### src/rwlt_pkg.sv
// Shared types and constants for the reader/writer lock table.
package rwlt_pkg;

    localparam int unsigned ACTION_W = 2;
    localparam int unsigned LOCK_ID_W = 8;
    localparam int unsigned CLIENT_W = 4;

    // Table geometry, fixed by the lock id and client field widths
    localparam int unsigned NUM_LOCKS = 256;
    localparam int unsigned MAX_CLIENTS = 16;

    localparam logic [1:0] ACT_LOCK_RD = 2'd0;
    localparam logic [1:0] ACT_LOCK_WR = 2'd1;
    localparam logic [1:0] ACT_REL_RD = 2'd2;
    localparam logic [1:0] ACT_REL_WR = 2'd3;

    localparam logic [1:0] MODE_UNLOCKED = 2'd0;
    localparam logic [1:0] MODE_READ = 2'd1;
    localparam logic [1:0] MODE_WRITE = 2'd2;
    localparam logic [1:0] MODE_RW = 2'd3;

    typedef struct packed {
        logic [ACTION_W-1:0] action;
        logic [LOCK_ID_W-1:0] lock_id;
        logic [CLIENT_W-1:0] requester;
    } req_t;

    typedef struct packed {
        logic granted;
        logic new_holder_valid;
        logic [CLIENT_W-1:0] new_holder;
        logic last;
    } rsp_t;

    // Command handed from the front end to the back end
    typedef struct packed {
        logic is_lock;
        logic is_write;
        logic [LOCK_ID_W-1:0] lock_id;
        logic [CLIENT_W-1:0] requester;
    } cmd_t;

endpackage

### src/rwlt_front.sv
// Front end: accept requests, classify them and queue commands for the back end.
module rwlt_front
(
    input  logic clk,
    input  logic rst_n,
    input  rwlt_pkg::req_t req,
    input  logic req_push,
    output logic req_full,
    output rwlt_pkg::cmd_t cmd,
    output logic cmd_valid,
    input  logic cmd_take
);
    import rwlt_pkg::*;

    cmd_t q_reg [2];
    logic wr_ptr_reg, wr_ptr_next, rd_ptr_reg, rd_ptr_next;
    logic [1:0] cnt_reg, cnt_next;
    logic do_push, do_pop;
    cmd_t new_cmd;

    // Classify the incoming request
    always_comb
    begin
        new_cmd.is_lock = (req.action == ACT_LOCK_RD) || (req.action == ACT_LOCK_WR);
        new_cmd.is_write = (req.action == ACT_LOCK_WR) || (req.action == ACT_REL_WR);
        new_cmd.lock_id = req.lock_id;
        new_cmd.requester = req.requester;
    end

    assign req_full = cnt_reg[1];
    assign cmd_valid = cnt_reg != 2'd0;
    assign cmd = q_reg[rd_ptr_reg];
    assign do_push = req_push && !req_full;
    assign do_pop = cmd_take && cmd_valid;

    // Advance the two-entry queue pointers
    always_comb
    begin
        wr_ptr_next = wr_ptr_reg ^ do_push;
        rd_ptr_next = rd_ptr_reg ^ do_pop;
        cnt_next = cnt_reg + {1'b0, do_push} - {1'b0, do_pop};
    end

    always_ff @(posedge clk or negedge rst_n)
    begin
        if (!rst_n)
        begin
            wr_ptr_reg <= 1'b0;
            rd_ptr_reg <= 1'b0;
            cnt_reg <= 2'd0;
        end
        else
        begin
            wr_ptr_reg <= wr_ptr_next;
            rd_ptr_reg <= rd_ptr_next;
            cnt_reg <= cnt_next;
        end
    end

    // Hold queued payload
    always_ff @(posedge clk)
    begin
        if (do_push)
        begin
            q_reg[wr_ptr_reg] <= new_cmd;
        end
    end

endmodule

### config.mk
export PLATFORM = sky130hd
export DESIGN_NAME = rwlt_front
export DESIGN_NICKNAME = d
export VERILOG_FILES = /design/src/rwlt_pkg.sv /design/src/rwlt_front.sv
export SDC_FILE = /design/constraint.sdc
export NUM_CORES = 1
export LEC_CHECK = 0
export BUFFER_PORTS_ARGS = -buffer_cell sky130_fd_sc_hd__buf_2
export CELL_PAD_IN_SITES_DETAIL_PLACEMENT = 1
export CELL_PAD_IN_SITES_GLOBAL_PLACEMENT = 1
export CORE_MARGIN = 2
export CORE_UTILIZATION = 30
export CTS_CLUSTER_DIAMETER = 30
export DETAILED_ROUTE_END_ITERATION = 10
export PLACE_DENSITY = 0.62
export SYNTH_ARGS = -nofsm -noshare
export SYNTH_HDL_FRONTEND = slang
export SYNTH_SLANG_ARGS = --single-unit
### constraint.sdc
create_clock -name clk -period 4.2 [get_ports clk]
set_input_delay 0.42 -clock clk [delete_from_list [all_inputs] [get_ports clk]]
set_output_delay 0.42 -clock clk [all_outputs]
set_load 0.02 [all_outputs]
* Yosys cells after proc, flatten, opt, wreduce, memory -nomap -nowiden
Memory sizes are Yosys's and may differ from the RTL's. Cells that the tools add are included.
Cells by class: add/sub/neg operators 2, equality and inequality tests 2, reduce and logical (&&, ||, !) cells 7, mux-type cells 2, bitwise logic cells 2
Operators by type and width (number):
- 2-bit by 1-bit adder with 2-bit output | 1
- 2-bit by 1-bit == test with 1-bit output (second input constant) | 1
- 2-bit == test (second input constant) | 1
- 1-bit logical AND | 2
- 2-bit logical NOT | 1
- 1-bit logical OR | 2
- 1-bit two-way mux | 2
- 2-bit nonzero test | 1
- 2-bit by 1-bit subtractor with 2-bit output | 1
- 1-bit XOR | 2
- 1-bit logical NOT | 1
Word-level totals: flip-flop bits (word level) 4, logic and storage cells 19, output and inout bits 16, memories kept 1, bits of input ports 18, memory bits (writable) 28
Memories:
- q_reg | depth 2, bits a word 14, read ports 1, clocked after Yosys merged registers in 0, wr ports 1, line rwlt_front.sv:15 | cmd_t q_reg [2];

* Depth between registers and ports, before layout
word-level depth 4, depth in mapped cells 5, depth with buffers taken out 5

* Worst setup path after synthesis
OpenSTA, ideal clock, no wires.
kind register to register, start register cnt_reg[1], end memory q_reg[0][0] (netlist name), enable pin, stages on the path, launching flop included 3, arrival 1122 ps, period minus slack after synthesis 1488 ps, data required time 3834 ps, buffers on the path 0, slack 2712 ps, cell sequence dfrtp_1 > nor2b_1 > ha_1
On the way: longest elaborated chain between the ends 4
Ends and longest elaborated chain:
- from (decl) | line rwlt_front.sv:17 | logic [1:0] cnt_reg, cnt_next;
- from (signal assigned) | line rwlt_front.sv:56 | cnt_reg <= cnt_next;
- 1-bit logical NOT | line rwlt_front.sv:33 | assign do_push = req_push && !req_full;
- 1-bit logical AND | line rwlt_front.sv:33
- 1-bit two-way mux | line rwlt_front.sv:63 | if (do_push)
- 1-bit two-way mux (implied by the code) | line rwlt_front.sv:65 | q_reg[wr_ptr_reg] <= new_cmd;
- to (decl) | line rwlt_front.sv:15
Every way passes these cells.

==> flow_summary_export.csv <==
group,metric,value,unit
timing,finalClockSkew,0.00803,ns
drt,wirelength,2190,µm
synth,synth_most_common_cell,"edfxtp_1",
synth,synth_area_leaders,"edfxtp_1, mux2_4, dfrtp_1, mux2_2, ha_1",
finish,diodes,0,
grt,overflow,0,
finish,fillers,435,
drt,dr.pass1.iters,4,
grt,grt_usage,10.3,%
clocking,postCtsSetupBuffers,0,
clocking,cts.clk_slew.worst_paths,0.07,ns
outcome,status,"finished clean",
pwr,finalPower,1.13,mW
pwr,p_leak,0.647,nW
synth,yosysUniqueCellTypes,19,
timing,whs,0.318,ns
clocking,clockBufferDepth,2,
grt,grt_pass1_wl,3590,µm
setup_path,critPathSlowestCell,"dfrtp_1",
setup_path,crit_buf_inv,1,
placement,post_dp_cell_area,0.00147,mm²
floorplanning,fp.dieH,69.4,µm
finish,seq_area,941,µm²
clocking,ctsRootBufferMaster,"clkbuf_8",
synth,avgSynthCellArea,19.4,µm²
flow_run,drv_cap,0,
finish,largest_reg_flops,28,
setup_path,crit_path_max_incr_delay,0.89,ns
setup_path,crit_type,"reg2out",
setup_path,crit_arrival,1.75,ns
drt,vias_per_cell,4.33,
timing,post-route-period-util,51.8,%
timing,max_freq,460,MHz
placement,place_ws,2.31,ns
grt,gr-usage-met2,15.6,%
finish,syn_to_final_growth,24.2,%
setup_path,crit_family,"flip-flops",
timing,rsz0062_at_grt,"no",
clocking,clock-sinks,32,
setup_path,worstPathRequired,3.78,ns
finish,fin_nets,124,
placement,portBuffers,33,
synth,synth_edf_count,28,
finish,drive_gt1_share,52.4,%
min_path,hold_class,"in2reg",
timing,final-setup-viol-count,0,
drt,antenna_left,0,
synth,yosysTopAreaCell,"edfxtp_1",
clocking,hold_buffers,1,
clocking,numCtsBuffers,5,
synth,async_flop_share,12.5,%
grt,grt_pass1_vias,733,
drt,drt_iter0_markers,21,
finish,fin_util,39.2,%
timing,setup_ws,2.03,ns
floorplanning,initial_core_util,31.6,%
synth,synth_warnings,0,
clocking,htree_num_levels,2,
floorplanning,row_count,23,
setup_path,cp_cell_sequence,"mux2_2 -> buf_2",
finish,finalInstanceArea,0.00159,mm²
pwr,vdd_drop_max,0.224,mV
timing,finalHoldViolCount,0,
floorplanning,die_area,0.00481,mm²
timing,fin_tns_setup,0,ns
placement,dp.cells,146,
pwr,p_per_area,711,mW/mm²
synth,yosysTopAreaCellShare,65.6,%
clocking,clk_latency,0.29,ns
finish,fin_cells,155,
grt,grt_max_degree,16,
setup_path,path_max_fanout,15,
floorplanning,die_w,69.4,µm
floorplanning,pin_count,34,
grt,grtUsageMet1,11.4,%
grt,top_usage_layer,"met2",
synth,synth_area,0.00128,mm²
grt,grt_use_met3,4.65,%
finish,multi_input_area,294,µm²
clocking,cts_tree,"done",
setup_path,cp-start-kind,"flip-flop",
grt,antenna_found_initial,0,
timing,slew_violations,0,
drt,num_vias,671,
synth,yosys-top-cells-count,"edfxtp_1, mux2_4, mux2_2, dfrtp_1, inv_1",
drt,wire_per_inst,14.1,µm
timing,worstMarginPinSlew,0.831,ns
timing,slew_headroom,44.6,%
timing,fin_crit,2.17,ns
placement,gp_congestion,0.616,
drt,drc_errors,0,
synth,synth-seq-cells,32,
setup_path,end_kind,"output port",
clocking,cts_resized,0,
placement,hpwlAfterDp,1500,µm
synth,ys_seq_area_share,73.4,%
synth,ys_dominant_reg_cell,"edfxtp_1",
synth,syn_inst,66,
synth,syn-num-nets,86,
floorplanning,coreArea,0.00406,mm²
final timing paths:
check	from	endpoint	slack, ns	depth (start not counted)
max	rd_ptr_reg	cmd[3]	2.03	2
min	req[9]	q_reg[0][9]	0.32	1
max reg2reg	cnt_reg[1]	q_reg[0][12]	2.55	2
min reg2reg	cnt_reg[0]	cnt_reg[0]	0.60	1
max in group asynchronous	rst_n	wr_ptr_reg	3.62	2
min in group asynchronous	rst_n	rd_ptr_reg	0.45	2
power by group:
group          total, mW  switching [mW]  internal, mW
Combinational      0.352           0.181         0.171
Sequential         0.494          0.0636         0.431
Clock              0.285           0.109         0.176
worst register-to-register path, stage by stage (launching register included):
cell and delay (ns):
dfrtp_1 0.43, nor2b_1 0.23, ha_1 0.63
final cells by class:
class	instances	area share, %
Sequential cell	32	59.1
Multi-Input combinational cell	28	18.5
Timing Repair Buffer	34	11.0
Clock buffer	6	4.56
Tap cell	50	3.93
Clock inverter	2	2.20
Inverter	3	0.708
cells by family after synthesis:
| kind of cell | share of synthesized area (%) |
|---|---|
| flip-flops | 73.4 |
| multiplexers | 14.9 |
| buffers and inverters | 3.61 |
| AO/OA/AOI/OAI | 1.76 |
| adder cells (fa/ha/maj) | 1.95 |
| AND/OR/NAND/NOR | 2.93 |
| XOR/XNOR | 1.37 |
cell usage in the layout, fill, tap and decap left out, drive strengths merged:
master | netlist | final
buf | 2 | 33
edfxtp | 28 | 28
mux2 | 14 | 14
clkbuf | 1 | 6
dfrtp | 4 | 4
inv | 3 | 3
nor2b | 2 | 2
xnor2 | 2 | 2
ha | 2 | 2
or2 | 1 | 1
nand3 | 1 | 1
o21a | 1 | 1
o22a | 1 | 1
nor2 | 1 | 1
a31oi | 1 | 1
nand2 | 1 | 1
and2 | 1 | 1
clkinv | 0 | 1
bufinv | 0 | 1
dlygate4sd3 | 0 | 1
layer usage:
metal  part of all wire (%)  up-vias
met5                      0        -
met4                    3.2        0
met3                    5.9        6
met2                     48       24
met1                     42      320
li1                       -      321
Note: power is estimated with default switching activity, not from simulation.
